`src/gce_pkg.sv`:
```
// shared types and constants for the gaussian cdf evaluator
package gce_pkg;

  localparam int unsigned FracBits = 16;
  localparam int unsigned OutW = FracBits + 1;
  localparam logic [OutW-1:0] OutOne = OutW'(1) << FracBits;

  // config register indexes
  localparam logic CfgMean = 1'b0;
  localparam logic CfgSigma = 1'b1;

  localparam logic [30:0] SigmaReset = 31'(1) << FracBits;

  localparam logic [30:0] Q30One = 31'h4000_0000;
  localparam logic [29:0] Q30Half = 30'h2000_0000;

  localparam logic [31:0] InvSqrt2 = 32'd3037000500;
  localparam logic [28:0] CoefP = 29'd351748265;
  localparam logic [29:0] Ln2 = 30'd744261118;

  localparam logic signed [34:0] CoefA [1:5] = '{
    35'sd273621191, -35'sd305476044, 35'sd1526231383,
    -35'sd1560310108, 35'sd1139675401
  };

  // floor(2^34 / i) for the exp series divisors
  localparam logic [34:0] Recip [1:10] = '{
    35'd17179869184, 35'd8589934592, 35'd5726623061, 35'd4294967296,
    35'd3435973836, 35'd2863311530, 35'd2454267026, 35'd2147483648,
    35'd1908874353, 35'd1717986918
  };

  // classified sample from front to back
  typedef struct packed {
    logic        neg;
    logic        far;
    logic        last;
    logic [32:0] a;
  } gce_item_t;

  typedef struct packed {
    logic full;
    logic empty;
  } gce_qstat_t;

endpackage

```
`src/gce_front.sv`:
```
// front end: takes samples, forms the deviation and flags the far tails
module gce_front (
  input  logic               clk_i,
  input  logic               rst_ni,
  input  logic               s_axis_tvalid,
  output logic               s_axis_tready,
  input  logic [31:0]        s_axis_tdata,   // [31:0] sample_value
  input  logic               s_axis_tlast,
  input  logic [31:0]        mean_i,
  input  logic [30:0]        sigma_i,
  input  gce_pkg::gce_qstat_t qstat_i,
  output logic               push_o,
  output gce_pkg::gce_item_t item_o
);

  logic               vld_q, vld_d;
  gce_pkg::gce_item_t item_q, item_d;
  logic signed [32:0] dev;
  logic [30:0]        sig_eff;
  logic [33:0]        six_sig;

  assign push_o        = vld_q && !qstat_i.full;
  assign s_axis_tready = !vld_q || !qstat_i.full;
  assign item_o        = item_q;

  always_comb begin
    sig_eff = (sigma_i == '0) ? 31'd1 : sigma_i;
    six_sig = ({3'b0, sig_eff} << 2) + ({3'b0, sig_eff} << 1);
    dev = $signed({s_axis_tdata[31], s_axis_tdata}) - $signed({mean_i[31], mean_i});
    item_d.neg  = dev[32];
    item_d.a    = dev[32] ? 33'(-dev) : 33'(dev);
    item_d.far  = {1'b0, item_d.a} >= six_sig;
    item_d.last = s_axis_tlast;
    vld_d = vld_q;
    if (push_o) vld_d = 1'b0;
    if (s_axis_tvalid && s_axis_tready) vld_d = 1'b1;
  end

  always_ff @(posedge clk_i or negedge rst_ni) begin
    if (!rst_ni) begin
      vld_q <= 1'b0;
    end else begin
      vld_q <= vld_d;
    end
  end

  always_ff @(posedge clk_i) begin
    if (s_axis_tvalid && s_axis_tready) begin
      item_q <= item_d;
    end
  end

endmodule

```
`config.mk`:
```
export PLATFORM = sky130hd
export DESIGN_NAME = gce_front
export DESIGN_NICKNAME = d
export VERILOG_FILES = /design/src/gce_pkg.sv /design/src/gce_front.sv
export SDC_FILE = /design/constraint.sdc
export NUM_CORES = 1
export LEC_CHECK = 0
export ABC_AREA = 1
export ABC_CLOCK_PERIOD_IN_PS = 5900
export BUFFER_PORTS_ARGS = -buffer_cell sky130_fd_sc_hd__buf_4
export CORE_UTILIZATION = 53
export CTS_BUF_LIST = sky130_fd_sc_hd__clkbuf_16
export CTS_CLUSTER_DIAMETER = 80
export DETAILED_ROUTE_END_ITERATION = 10
export PLACE_DENSITY = 0.73
export SYNTH_ARGS = -nofsm -noshare
export SYNTH_HDL_FRONTEND = slang
export SYNTH_SLANG_ARGS = --single-unit
```
`constraint.sdc`:
```
create_clock -name clk_i -period 5.9 [get_ports clk_i]
set_clock_uncertainty 0.05 [all_clocks]
set_input_delay 1.18 -clock clk_i [delete_from_list [all_inputs] [get_ports clk_i]]
set_output_delay 1.18 -clock clk_i [all_outputs]
set_load 0.02 [all_outputs]
```
Word-level counts from Yosys, hierarchy flattened --
Index checks and enable logic that the tools add are counted.
Operators by class: add/sub/neg operators 3, $lt $le $gt $ge 1, multiplexer cells 4, reductions and logical operators 7
Operator list (count):
- 33-bit by 32-bit adder with 34-bit output | 1
- 33-bit by 34-bit >= comparator with 1-bit output | 1
- 33-bit 2-to-1 mux | 1
- 33-bit negator | 1
- 32-bit by 32-bit subtractor with 33-bit output | 1
- 31-bit logical NOT | 1
- 31-bit 2-to-1 mux | 1
- 1-bit logical AND | 2
- 1-bit logical NOT | 2
- 1-bit 2-to-1 mux | 2
- 2-bit nonzero test | 1
- 1-bit logical OR | 1
Storage, ports and cells: bits in registers 37, input bits 101, output and inout port bits 38

Depth between registers and ports, before layout --
depth after elaboration 4, depth in mapped cells 30

Worst setup path before layout --
OpenSTA, ideal clock, no wires.
path kind input port to flip-flop, start in sigma_i[20], end reg item_q, in the netlist item_o[34], data pin, library setup time 0.134 ns, arrival time 4.530 ns, required time 5.716 ns, setup slack 1.186 ns, stages on the path 25, path buffers 0, cells stage by stage or4_1 > nor2_1 > a41o_1 > ha_1 > ha_1 > inv_1 > nand2_1 > nand3_1 > nand2_1 > nand3_1 > nand2_1 > nand3_1 > nand2_1 > nand2_1 > nand2_1 > inv_1 > o21bai_1 > a21oi_1 > xor2_1 > ha_1 > nand2_1 > nor4_1 > nand4_1 > or2_2 > nand3_1
RTL lines:
- start, declared | RTL line gce_front.sv:10 | input logic [30:0] sigma_i,
- end signal, assigned | RTL line gce_front.sv:49 | item_q <= item_d;
- end, declared | RTL line gce_front.sv:17 | gce_pkg::gce_item_t item_q, item_d;

==> flow_summary.ini <==
[outcome]
result_of_the_run = finished, final reports clean

[synthesis]
synth_largest_type_area_fraction = 0.184
synth_adder_area_share = 0.158
synth_area_um2 = 7740
synth_cells = 1300
synth.avg_cell_area_um2 = 5.95
post-synth-top-area-cell = nand2_1
synth_enable_flop_cells = 36
synthTopCellsByArea = nand2_1 18%, ha_1 16%, edfxtp_1 14%, inv_1 12%, nor2_1 7.2%
muxShareOfSynthArea = 0
postSynthRegisterBits = 37
ys_seq_area_frac = 0.143
synth_fp_nets = 1498
synth_top_family_by_area = simple AND/OR/NAND/NOR gates
synth_compound_area_frac = 0.0926
synth-simple-area-share = 0.394
synth_warnings = 0
post_synth_xor_area_fraction = 0.0770
synth_cell_type_count = 46
asyncSetResetFlopFracSynth = 0.0270
ys_dominant_reg_cell = edfxtp_1

[cts]
clock_sinks = 37
cts_repair_resize_count = 0
cts-root-to-sink-buffers = 2
cts_max_level = 2
cts_made_buffers = 5
clkLatencyLatePin_ns = 0.28
postCtsHoldBufs = 0
cts.clk_slew.worst_paths_ns = 0.06
tritoncts = done
cts.root.buffer_cell = clkbuf_16
postCtsSetupRepairBufs = 0

[route]
wl_per_cell_um = 13.4
detail_route.vias_per_cell = 5.20
remaining_drc_errors = 0
totalWireLength_um = 21300
routed-via-count = 8273
dr.first_iter.drc_count = 672
postRouteAntennaNets = 0
firstDrtPassIters = 5

[sta]
fin_setup_tns_ns = 0
rsz0062_at_grt = no
final.hold.worst_slack_ns = 0.543
timing.final.ws_setup_ns = 0.566
timing_limited_maximum_frequency_mhz = 187
min_period_ns = 5.33
timing.final.crit_share = 0.904
max_slew_margin = 0.216
hold_violations = 0
slew_viol_final = 0
worst-slew-pin-transition_ns = 1.17
setup-violations-final = 0

[setup_path]
worst-endpoint-arrival_ns = 5.43
reg2reg_from = vld_q$_DFFE_PN0P_
worst_setup_path_start_kind = input port
timing.critical_path.buf_inv = 2
cp-startpoint = sigma_i[20]
cp_max_fo = 3
crit_top_cell = nand3_1
endpoint_kind = register
critPathKind = in -> reg
worst_ep_required_ns = 6.00
critPathMaxStageDelay_ns = 0.54
cpLargestDelayFamily = simple AND/OR/NAND/NOR gates
crit_slowest_cell = or4_1

[die]
num_rows = 43
chipHeight_um = 123
initial_core_util = 0.551
floorplan.die.width_um = 123
floorplan.core_area_um2 = 14000
fp.dieArea_um2 = 15100
floorplan.io_pins = 139

[place]
dpl.hpwl_um = 18400
gp_routability_congestion = 0.939
buffer_ports.inserted = 137
numPlacedInstances = 1584
post-place-ws_ns = 0.390

[min_path]
min-delay-start = vld_q$_DFFE_PN0P_
worstHoldPathType = reg -> reg

[global_route]
groute.usage.overall = 0.291
grt_first_pass_wirelength_um = 34400
grt_start_max_net_pins = 37
antenna_violations_before_repair = 0
first_global_vias = 7285
grt_overflow = 0

[cells_and_area]
count_of_fill_cells_added_during_filler_insertion = 1361
final_layout_size_suffix_gt1_frac = 0.132
num-nets-final = 1609
final_standard_cell_count_with_taps_included_and_fillers_excluded = 1592
n_antenna_cell = 0
fin_util = 0.643
flow.area_growth_from_synthesis_pct = 16.8

[pwr]
power.static_leakage_nw = 4.95
ir_worst_vdd_mv = 0.153
powerDensity_nw_per_um2 = 202

[run]
timing.max_cap.violations = 0
-- synth_stat cells (all sizes together) (3+ instances only) --
library cell and count:
xnor2 32, nor3 15, a31oi 4, nand3b 5, a21o 7, xor2 30
inv 243, o21ai 26, and2 8, ha 96, a211oi 4, o211ai 4
buf 4, o21bai 3, a21oi 74, nand2 391, clkbuf 30, nor4 10
nor2 162, edfxtp 36, nand3 72, nand4 28
-- cell families (layout without fill, tap and decap cells) --
| kind of cell | after synthesis | count (layout) |
|---|---|---|
| adders and majority gates | 97 | 97 |
| DFF | 37 | 37 |
| AOI/OAI and AO/OA | 129 | 129 |
| and+or+nand+nor | 698 | 698 |
| buffers and inverters | 277 | 389 |
| xor gates and xnor gates | 62 | 62 |
-- through the flow --
| stage | instance area [µm²] | power (mW) |
|---|---|---|
| after global routing | 9030 | 2.00 |
| after global placement | 8870 | 1.49 |
| after floorplan | 7740 | 1.20 |
| after CTS | 9030 | 1.83 |
| after detailed placement | 8870 | 1.52 |
| final | 9030 | 1.83 |
-- final timing paths --
check	endpoint	slack (ns)	cells past startpoint
min in group asynchronous	vld_q$_DFFE_PN0P_	0.61	1
worst max register to register	item_o[27]$_DFFE_PP_	4.11	1
max in group asynchronous	vld_q$_DFFE_PN0P_	5.11	1
worst max-delay path	item_o[34]$_DFFE_PP_	0.57	25
worst min-delay path	vld_q$_DFFE_PN0P_	0.54	2
worst min register to register	vld_q$_DFFE_PN0P_	0.54	2
-- cell usage in the layout, fill, tap and decap left out, types with 3 or more instances in the layout --
cell and count:
a211oi_1 4, a21o_1 7, a21oi_1 73, a31oi_1 4
and2_1 8, buf_4 138, clkbuf_16 5, edfxtp_1 36
ha_1 96, inv_1 239, inv_2 5, nand2_1 379
nand2_2 10, nand3_1 65, nand3_2 4, nand3_4 3
nand3b_1 5, nand4_1 28, nor2_1 149, nor2_2 8
nor2_4 4, nor3_1 15, nor4_1 10, o211ai_1 4
o21ai_0 25, o21bai_1 3, xnor2_1 30, xor2_1 28
-- cell type report --
type | count | area [µm²] | share of cell area
clock inverters | 3 | 37.5 | 0.00415
flip-flops and latches | 37 | 1110 | 0.122
multi-input cells | 986 | 5590 | 0.619
well taps | 180 | 225 | 0.0249
repair buffers | 138 | 1040 | 0.115
inverters | 243 | 912 | 0.101
clock buffers | 5 | 125 | 0.0138
-- report_power, final --
group	internal, mW	total, mW	switching (mW)	leakage, nW
clock	0.196	0.296	0.100	0.0826
combinational	0.430	1.16	0.734	4.52
sequential	0.351	0.366	0.0159	0.354
total	0.977	1.83	0.850	4.95
-- sequential cells by signal (all words and copies together) (netlist names) --
| name | flops |
|---|---|
| item_o | 36 |
| vld_q | 1 |
-- per-layer routing --
layer / global-route usage / part of all wire
met1: 0.438 / 0.50
met2: 0.454 / 0.42
met3: 0.0321 / 0.068
met4: 0.0305 / 0.0079
met5: 0 / 0
No activity file was read; power rests on OpenSTA's default activity.
