### src/gce_pkg.sv
// shared types and constants for the gaussian cdf evaluator
package gce_pkg;

  localparam int unsigned FracBits = 16;
  localparam int unsigned OutW = FracBits + 1;
  localparam logic [OutW-1:0] OutOne = OutW'(1) << FracBits;

  // config register indexes
  localparam logic CfgMean = 1'b0;
  localparam logic CfgSigma = 1'b1;

  localparam logic [30:0] SigmaReset = 31'(1) << FracBits;

  localparam logic [30:0] Q30One = 31'h4000_0000;
  localparam logic [29:0] Q30Half = 30'h2000_0000;

  localparam logic [31:0] InvSqrt2 = 32'd3037000500;
  localparam logic [28:0] CoefP = 29'd351748265;
  localparam logic [29:0] Ln2 = 30'd744261118;

  localparam logic signed [34:0] CoefA [1:5] = '{
    35'sd273621191, -35'sd305476044, 35'sd1526231383,
    -35'sd1560310108, 35'sd1139675401
  };

  // floor(2^34 / i) for the exp series divisors
  localparam logic [34:0] Recip [1:10] = '{
    35'd17179869184, 35'd8589934592, 35'd5726623061, 35'd4294967296,
    35'd3435973836, 35'd2863311530, 35'd2454267026, 35'd2147483648,
    35'd1908874353, 35'd1717986918
  };

  // classified sample from front to back
  typedef struct packed {
    logic        neg;
    logic        far;
    logic        last;
    logic [32:0] a;
  } gce_item_t;

  typedef struct packed {
    logic full;
    logic empty;
  } gce_qstat_t;

endpackage

### src/gce_fifo.sv
// four-entry queue between front and back end
module gce_fifo (
  input  logic                clk_i,
  input  logic                rst_ni,
  input  logic                push_i,
  input  gce_pkg::gce_item_t  item_i,
  input  logic                pop_i,
  output gce_pkg::gce_item_t  item_o,
  output gce_pkg::gce_qstat_t stat_o
);

  gce_pkg::gce_item_t mem_q [4];
  logic [1:0] wr_q, rd_q;
  logic [2:0] cnt_q, cnt_d;

  assign item_o       = mem_q[rd_q];
  assign stat_o.full  = cnt_q == 3'd4;
  assign stat_o.empty = cnt_q == 3'd0;

  always_comb begin
    cnt_d = cnt_q;
    if (push_i && !pop_i) cnt_d = cnt_q + 3'd1;
    if (!push_i && pop_i) cnt_d = cnt_q - 3'd1;
  end

  always_ff @(posedge clk_i or negedge rst_ni) begin
    if (!rst_ni) begin
      wr_q  <= '0;
      rd_q  <= '0;
      cnt_q <= '0;
    end else begin
      if (push_i) wr_q <= wr_q + 2'd1;
      if (pop_i) rd_q <= rd_q + 2'd1;
      cnt_q <= cnt_d;
    end
  end

  always_ff @(posedge clk_i) begin
    if (push_i) begin
      mem_q[wr_q] <= item_i;
    end
  end

endmodule

### config.mk
export PLATFORM = sky130hd
export DESIGN_NAME = gce_fifo
export DESIGN_NICKNAME = d
export VERILOG_FILES = /design/src/gce_pkg.sv /design/src/gce_fifo.sv
export SDC_FILE = /design/constraint.sdc
export NUM_CORES = 1
export LEC_CHECK = 0
export ABC_AREA = 1
export BUFFER_PORTS_ARGS = -buffer_cell sky130_fd_sc_hd__buf_2
export CAP_MARGIN = 20
export CORE_UTILIZATION = 52
export CTS_CLUSTER_DIAMETER = 40
export DETAILED_ROUTE_END_ITERATION = 6
export PLACE_DENSITY = 0.86
export RECOVER_POWER = 25
export REMOVE_ABC_BUFFERS = 1
export SLEW_MARGIN = 5
export SYNTH_ARGS = -nofsm -noshare
export SYNTH_HDL_FRONTEND = slang
export SYNTH_SLANG_ARGS = --single-unit
### constraint.sdc
create_clock -name clk_i -period 2 [get_ports clk_i]
set_clock_uncertainty 0.2 [all_clocks]
set_input_delay 0.4 -clock clk_i [delete_from_list [all_inputs] [get_ports clk_i]]
set_output_delay 0.4 -clock clk_i [all_outputs]
set_load 0.005 [all_outputs]
# --- Word-level counts from Yosys, hierarchy flattened ---
# Memory sizes are Yosys's and may differ from the RTL's.
# Index checks and enable logic that the tools add are counted.
word_totals:
  output_inout_bits: 38
  inputBits: 40
  memories: 1
  register_bits: 7
  ramBits: 144
  elab_cells: 19
classes:
  n_mux: 4
  eq_ne: 1
  add_sub_neg: 4
  reduce_logical: 6
mem_list:
  columns: ["memory", "depth", "word_bits", "read_ports", "rd_clocked_by_memory_dff", "wr", "line_no", "text"]
  rows:
  - ["mem_q", 4, 36, 1, 0, 1, "gce_fifo.sv:12", "gce_pkg::gce_item_t mem_q [4];"]
op_table:
  columns: ["op", "count"]
  rows:
  - ["3-bit 2-to-1 mux", 2]
  - ["2-bit by 1-bit adder with 2-bit output (second input constant)", 2]
  - ["3-bit by 1-bit adder with 3-bit output (second input constant)", 1]
  - ["3-bit equality test (second input constant)", 1]
  - ["3-bit zero test", 1]
  - ["3-bit by 1-bit subtractor with 3-bit output (second input constant)", 1]
  - ["1-bit logical AND", 2]
  - ["1-bit zero test", 2]
  - ["1-bit 2-to-1 mux", 2]
  - ["2-bit nonzero test", 1]

# --- Longest topological paths before layout ---
# Gate-level depths: netlist (run 1).
logic_depth:
  word_depth: 4
  depth_mapped: 10
  mapped_depth_nobuf: 9

# --- Worst setup path after synthesis (run 1) ---
# No wires, ideal clock.
synth_timing:
  path_kind: "flip-flop to flip-flop"
  from: "register wr_q[0]"
  to: "memory mem_q[0][0] in the netlist's numbering (enable)"
  path_slack_ps: 36
  path_buffers: 0
  synth_period_minus_slack_ps: 1964
  setup_time_ps: 391
  stages_incl_launch_ff: 5
  required_ps: 1409
  arrival_ps: 1374
  path_cell_list: "dfrtp_1 -> inv_1 -> ha_1 -> nand2_1 -> inv_1"
synth_rtl:
  columns: ["item", "line_no", "text"]
  rows:
  - ["start: declaration", "gce_fifo.sv:13", "logic [1:0] wr_q, rd_q;"]
  - ["start signal: assignment", "gce_fifo.sv:32", "if (push_i) wr_q <= wr_q + 2'd1;"]
  - ["end: declaration", "gce_fifo.sv:12", null]
# Straight into the memory's write port.

==> results of run 1 <==
## power by group through the flow
stage / Sequential [mW] / Combinational (mW) / Clock (mW)
final: 4.35 / 4.05 / 2.87
after floorplan: 4.67 / 1.51 / 0
after global placement: 4.37 / 3.19 / 0
after detailed placement: 4.41 / 3.32 / 0
after CTS: 4.40 / 3.59 / 2.91
after global routing: 4.40 / 4.47 / 3.04
## routing by layer
metal	global-route usage, %	vias up	wire (um)
met2	36.48	126	6831
met3	6.069	21	718
met1	23.25	1915	5192
met5	0	-	0
li1	-	1856	-
met4	8.800	0	192
## final cells by class
class / count / area [um2] / area share, %
timing repair buffer: 124 / 1002 / 13.03
multi-input combinational: 207 / 1139 / 14.80
sequential: 151 / 4504 / 58.56
tap: 143 / 178.9 / 2.326
clock buffer: 19 / 432.9 / 5.628
clock inverter: 13 / 107.6 / 1.399
inverter: 86 / 327.8 / 4.262
## logic make-up after synthesis
group	count (synthesis)
xor gates and xnor gates	4
DFF	151
and+or+nand+nor	123
adders and majority gates	6
AOI/OAI and AO/OA	74
buffers and inverters	110
## final timing paths
kind,startpoint,to,slack [ns]
max,rd_q[0],item_o[6],-0.25
min,item_i[1],mem_q[2][1],0.08
max reg2reg,wr_q[0],mem_q[0][9],0.40
min reg2reg,cnt_q[2],cnt_q[2],0.32
max in group asynchronous,rst_ni,rd_q[0],1.03
min in group asynchronous,rst_ni,cnt_q[2],0.23
## worst max-delay path, delay by kind of cell (launching register included)
| kind | cells | cell delay (ns) |
|---|---|---|
| and+or+nand+nor | 1 | 0.11 |
| buffers and inverters | 3 | 0.45 |
| DFF | 1 | 0.49 |
| AOI/OAI and AO/OA | 1 | 0.18 |
## timing repair
action / CTS / global route
pin swaps: 8 / 35
gates cloned: 2 / 6
hold buffers: 25 / 0
endpoints found under the setup margin: 36 / 37
gates resized for setup: 6 / 4
hold endpoints to repair: 100 / 0
buffers inserted: 0 / 2
## metrics by stage
| stage | std cells | hold slack, ns |
|---|---|---|
| 2_1_floorplan | 444 | -0.09559 |
| 3_3_place_gp | 676 | 0.04053 |
| 3_5_place_dp | 676 | 0.05168 |
| 4_1_cts | 735 | 0.0001322 |
| 5_1_grt | 743 | 0.07535 |
| 6_report | 743 | 0.07597 |
## state kept, by name, summed over array words and instances (netlist names)
| signal | count |
|---|---|
| mem_q | 144 |
| rd_q | 2 |
| cnt_q | 3 |
| wr_q | 2 |
## placed cells by master, fill, tap and decap left out, drive strengths merged
cell type,instances
edfxtp,144
nand2,119
inv,86
buf,75
o211ai,72
clkbuf,43
dlygate4sd3,25
clkinv,10
dfrtp,7
ha,5
xor2,3
nor3,2
o21ai,2
clkinvlp,2
xnor2,1
nand3,1
nand4,1
fa,1
bufinv,1
==> metrics.cfg, run 1 <==
[timing]
tightest_slew_ns=0.4291
finalMaxSlewViolations=0
rsz0062_at_grt=yes
post-route-period-util_pct=112.6
relSlewSlack_pct=71.40
tns_ns=-7.755
setup_viol=36
hold_viol_final=0
fin_crit_ns=2.251
timing.fmax_ghz=0.4442
worst_slack_ns=-0.2511

[yosys]
synth_top_family_by_area=compound AO/OA/AOI/OAI gates
ys_seq_area_share_pct=73.04
synth_top_area_share_pct=70.20
synth_cells=468
ys_types=18
synthArstFlopShare_pct=4.636
synthTopCellsByCount=edfxtp_1 (144), nand2_1 (119), inv_1 (85), o211ai_1 (72), buf_2 (9)
synth.avg_cell_area_um2=13.16
yosys.area.top_type=edfxtp_1
ys.flop_type=edfxtp_1
muxShareOfSynthArea_pct=0
ys_seq_elements=151
synth-compound-area-share_pct=8.938
synthTopCellsByArea=edfxtp_1 (70%), o211ai_1 (8.8%), nand2_1 (7.3%)
synth_xor_area_share_pct=0.5688
synth.most_common_cell=edfxtp_1
syn_area_um2=6160
synth-simple-area-share_pct=7.597
synth_fa_ha_area_share_pct=1.341
synth_edf_count=144
yosysWarnings=0

[clocking]
cts.root.buffer_cell=clkbuf_16
cts_made_buffers=17
cts_max_level=4
insertion_delay_ns=0.41
cts_tree=built
cts_sinks=151
cts_buffer_depth=2
clk_pin_slew_ns=0.06

[routing]
drc=0
wl_per_cell_um=17.41
ant_nets=0
drt_pass1_iterations=4
drt_iter0_markers=209
vias=3918
routed_wl_um=12930
routed_via_density=5.273

[finish]
syn_to_final_growth_pct=24.88
layout-drive-gt1-share_pct=19.33
final_area_um2=7692
num-fill-cells=795
utilization_pct=67.08
nets=633
antenna_cells=0

[power]
clockPowerShare_pct=25.5
p_comb_share_pct=35.9
cellInternalPower_mw=7.566
switching_power_mw=3.708
p_per_area_nw_per_um2=1466
p_sw_share_pct=32.89
peakVddDrop_mv=0.9623
p_leak_nw=3.141
p_total_mw=11.27
power_frac_seq_pct=38.6

[place]
preCtsSetupSlack_ns=0.1517
gp_congestion=0.7352
io_buffers=77
dpl.hpwl_um=6769
dpl_cell_area_um2=6685

[outcome]
status=finished with violations
failed_checks=setup timing

[floorplan]
dieArea_um2=12280
die_x_um=110.8
io_pins=78
core_area_um2=11470
die_y_um=110.8
num_rows=39
initial_core_util_pct=53.72

[setup_path]
path_cells=buf_6 -> buf_16 -> o211ai_1 -> nand2_1 -> buf_2
reg2regPathDepth=5
cp_max_fo=14
cp-end-kind=output port
critical-path-max-stage-delay_ns=0.49
cpMaxStageDelayCell=dfrtp_4
worst_ep_arrival_time_ns=1.65
worstSetupPathType=reg2out
worst_setup_path_start_kind=flip-flop
crit_required_ns=1.40

[global_route]
grt_max_degree=57
grt_overflow=0
grt_pass1_wl_um=18950
track_usage_pct=20.66
grt_pass1_vias=3946
grt_antenna_before_repair=0

[min_path]
hold_path_depth=1
worstHoldPathType=in2reg

[run]
drv_cap=0

No activity file was read; power rests on OpenSTA's default activity.
==> run 2, diff against run 1 <==
- CELL_PAD_IN_SITES_DETAIL_PLACEMENT: default -> 2
- CELL_PAD_IN_SITES_GLOBAL_PLACEMENT: default -> 2
- CORE_UTILIZATION: 52 -> 40
- PLACE_DENSITY: 0.86 -> 0.9
- clock period: 2 -> 2.3 ns (I/O delays scaled with it)
==> run 2 against run 1 <==
  * The flow still finishes with violations (setup timing)
  * Via count rose by 1.2%
  * Combinational power decreased by 17%
  * Sequential cell count is the same
  * Die area is 29% higher
  * Worst setup slack better by 0.14 ns
  * Total power fell by 9.5%
  * Wire length increased by 37%
  * First-iteration DRC count rose by 24%
==> metrics.cfg, run 2 (synthesized netlist as in run 1, its figures left out) <==
[clocking]
cts_buffer_depth=2
cts_made_buffers=17
cts.root.buffer_cell=clkbuf_16
cts_tree=built
cts_sinks=151
clk_pin_slew_ns=0.06
cts_max_level=4
insertion_delay_ns=0.43

[outcome]
status=finished with violations
failed_checks=setup timing

[routing]
ant_nets=0
routed_via_density=5.257
drc=0
drt_iter0_markers=260
wl_per_cell_um=23.42
routed_wl_um=17660
drt_pass1_iterations=4
vias=3964

[timing]
setup_viol=27
tightest_slew_ns=0.3880
timing.fmax_ghz=0.4144
relSlewSlack_pct=74.10
rsz0062_at_grt=yes
hold_viol_final=0
fin_crit_ns=2.413
worst_slack_ns=-0.1133
finalMaxSlewViolations=0
hold_slack_ns=0.05905
post-route-period-util_pct=104.9

[global_route]
grt_pass1_vias=4548
grt_antenna_before_repair=1
grt_overflow=0
track_usage_pct=23.94
grt_pass1_wl_um=27480
grt_max_degree=45

[finish]
layout-drive-gt1-share_pct=18.63
num-fill-cells=1448
multiInputGateArea_um2=1136
largest_reg_flops=144
top_regs=mem_q x144, cnt_q x3
syn_to_final_growth_pct=20.50
top_register=mem_q
ff_latch_area_um2=4504
nets=602
most-common-layout-cells=edfxtp_1 (144), nand2_1 (119), inv_1 (81)
final_common_cell=edfxtp_1

[run]
drv_cap=0

[min_path]
worstHoldPathType=in2reg

[power]
p_comb_share_pct=32.9
switching_power_mw=3.491
cellInternalPower_mw=6.712
p_leak_nw=2.995
power_frac_seq_pct=38.0
p_per_area_nw_per_um2=1375
peakVddDrop_mv=0.7702
clockPowerShare_pct=29.1
p_sw_share_pct=34.21

[place]
preCtsSetupSlack_ns=0.2822
io_buffers=77
dpl.hpwl_um=10410
gp_congestion=0.6890

[floorplan]
num_rows=44
io_pins=78
dieArea_um2=15900
die_y_um=126.1
initial_core_util_pct=41.75
core_area_um2=14750
die_x_um=126.1

[setup_path]
worst_ep_arrival_time_ns=1.75
worst_setup_path_start_kind=flip-flop
cp_max_fo=20
worstSetupPathType=reg2out
cp-end-kind=output port
crit_required_ns=1.64

run 2: metal layers:
layer | up-vias | wire length, um | GRT usage, % | share of wire [%]
li1 | 1793 | - | - | -
met1 | 2046 | 7345 | 27.82 | 42
met2 | 103 | 9023 | 42.31 | 51
met3 | 22 | 1039 | 7.477 | 5.9
met4 | 0 | 253 | 7.158 | 1.4
met5 | - | 0 | 0 | 0
run 2: area by class of cell:
type / instances / share of cell area [%]
sequential: 151 / 60.69
multi-input combinational: 207 / 15.31
timing repair buffer: 93 / 8.024
clock buffer: 24 / 6.355
inverter: 86 / 4.518
tap: 184 / 3.102
clock inverter: 8 / 1.972
antenna: 1 / 0.03372
run 2: power groups by stage:
stage / Clock (mW) / Sequential [mW] / Combinational [mW]
floorplan: 0 / 4.09 / 1.37
finish: 2.97 / 3.88 / 3.36
global placement: 0 / 3.87 / 2.85
detailed placement: 0 / 3.95 / 3.11
CTS: 3.00 / 3.87 / 3.41
global route: 3.12 / 3.92 / 3.69
run 2: path summary, 6_finish.rpt:
path	from	to	slack (ns)	cells after the start
max	rd_q[0]	item_o[18]	-0.11	4
min	item_i[11]	mem_q[0][11]	0.06	1
max reg2reg	wr_q[0]	mem_q[2][30]	0.45	5
min reg2reg	cnt_q[2]	cnt_q[2]	0.31	2
max in group asynchronous	rst_ni	rd_q[0]	1.41	2
min in group asynchronous	rst_ni	cnt_q[0]	0.24	2
run 2: what timing repair did:
| action | in CTS | in global routing |
|---|---|---|
| hold buffers | 1 | 0 |
| buffers inserted | 4 | 0 |
| cloned | 1 | 1 |
| pin swaps | 10 | 4 |
| endpoints found under the setup margin | 32 | 36 |
| endpoints found under the hold margin | 7 | 0 |
| resized for setup | 3 | 1 |
run 2: worst max-delay path, stage by stage (launching register included):
cell	delay (ns)
dfrtp_4	0.57
buf_12	0.19
o211ai_1	0.25
nand2_1	0.15
buf_2	0.15
run 2: stage by stage:
step / std cells / TNS, ns / area (um2) / power, mW / util, %
after floorplan: 444 / -45.72 / 5963 / 5.460 / -
after global placement: 715 / 0 / 6746 / 6.724 / 45.73
after detailed placement: 715 / 0 / 6746 / 7.059 / 45.73
after CTS: 753 / -1.789 / 7443 / 10.29 / 50.45
after global routing: 753 / -3.613 / 7420 / 10.74 / 50.29
final: 754 / -0.9072 / 7422 / 10.20 / 50.31
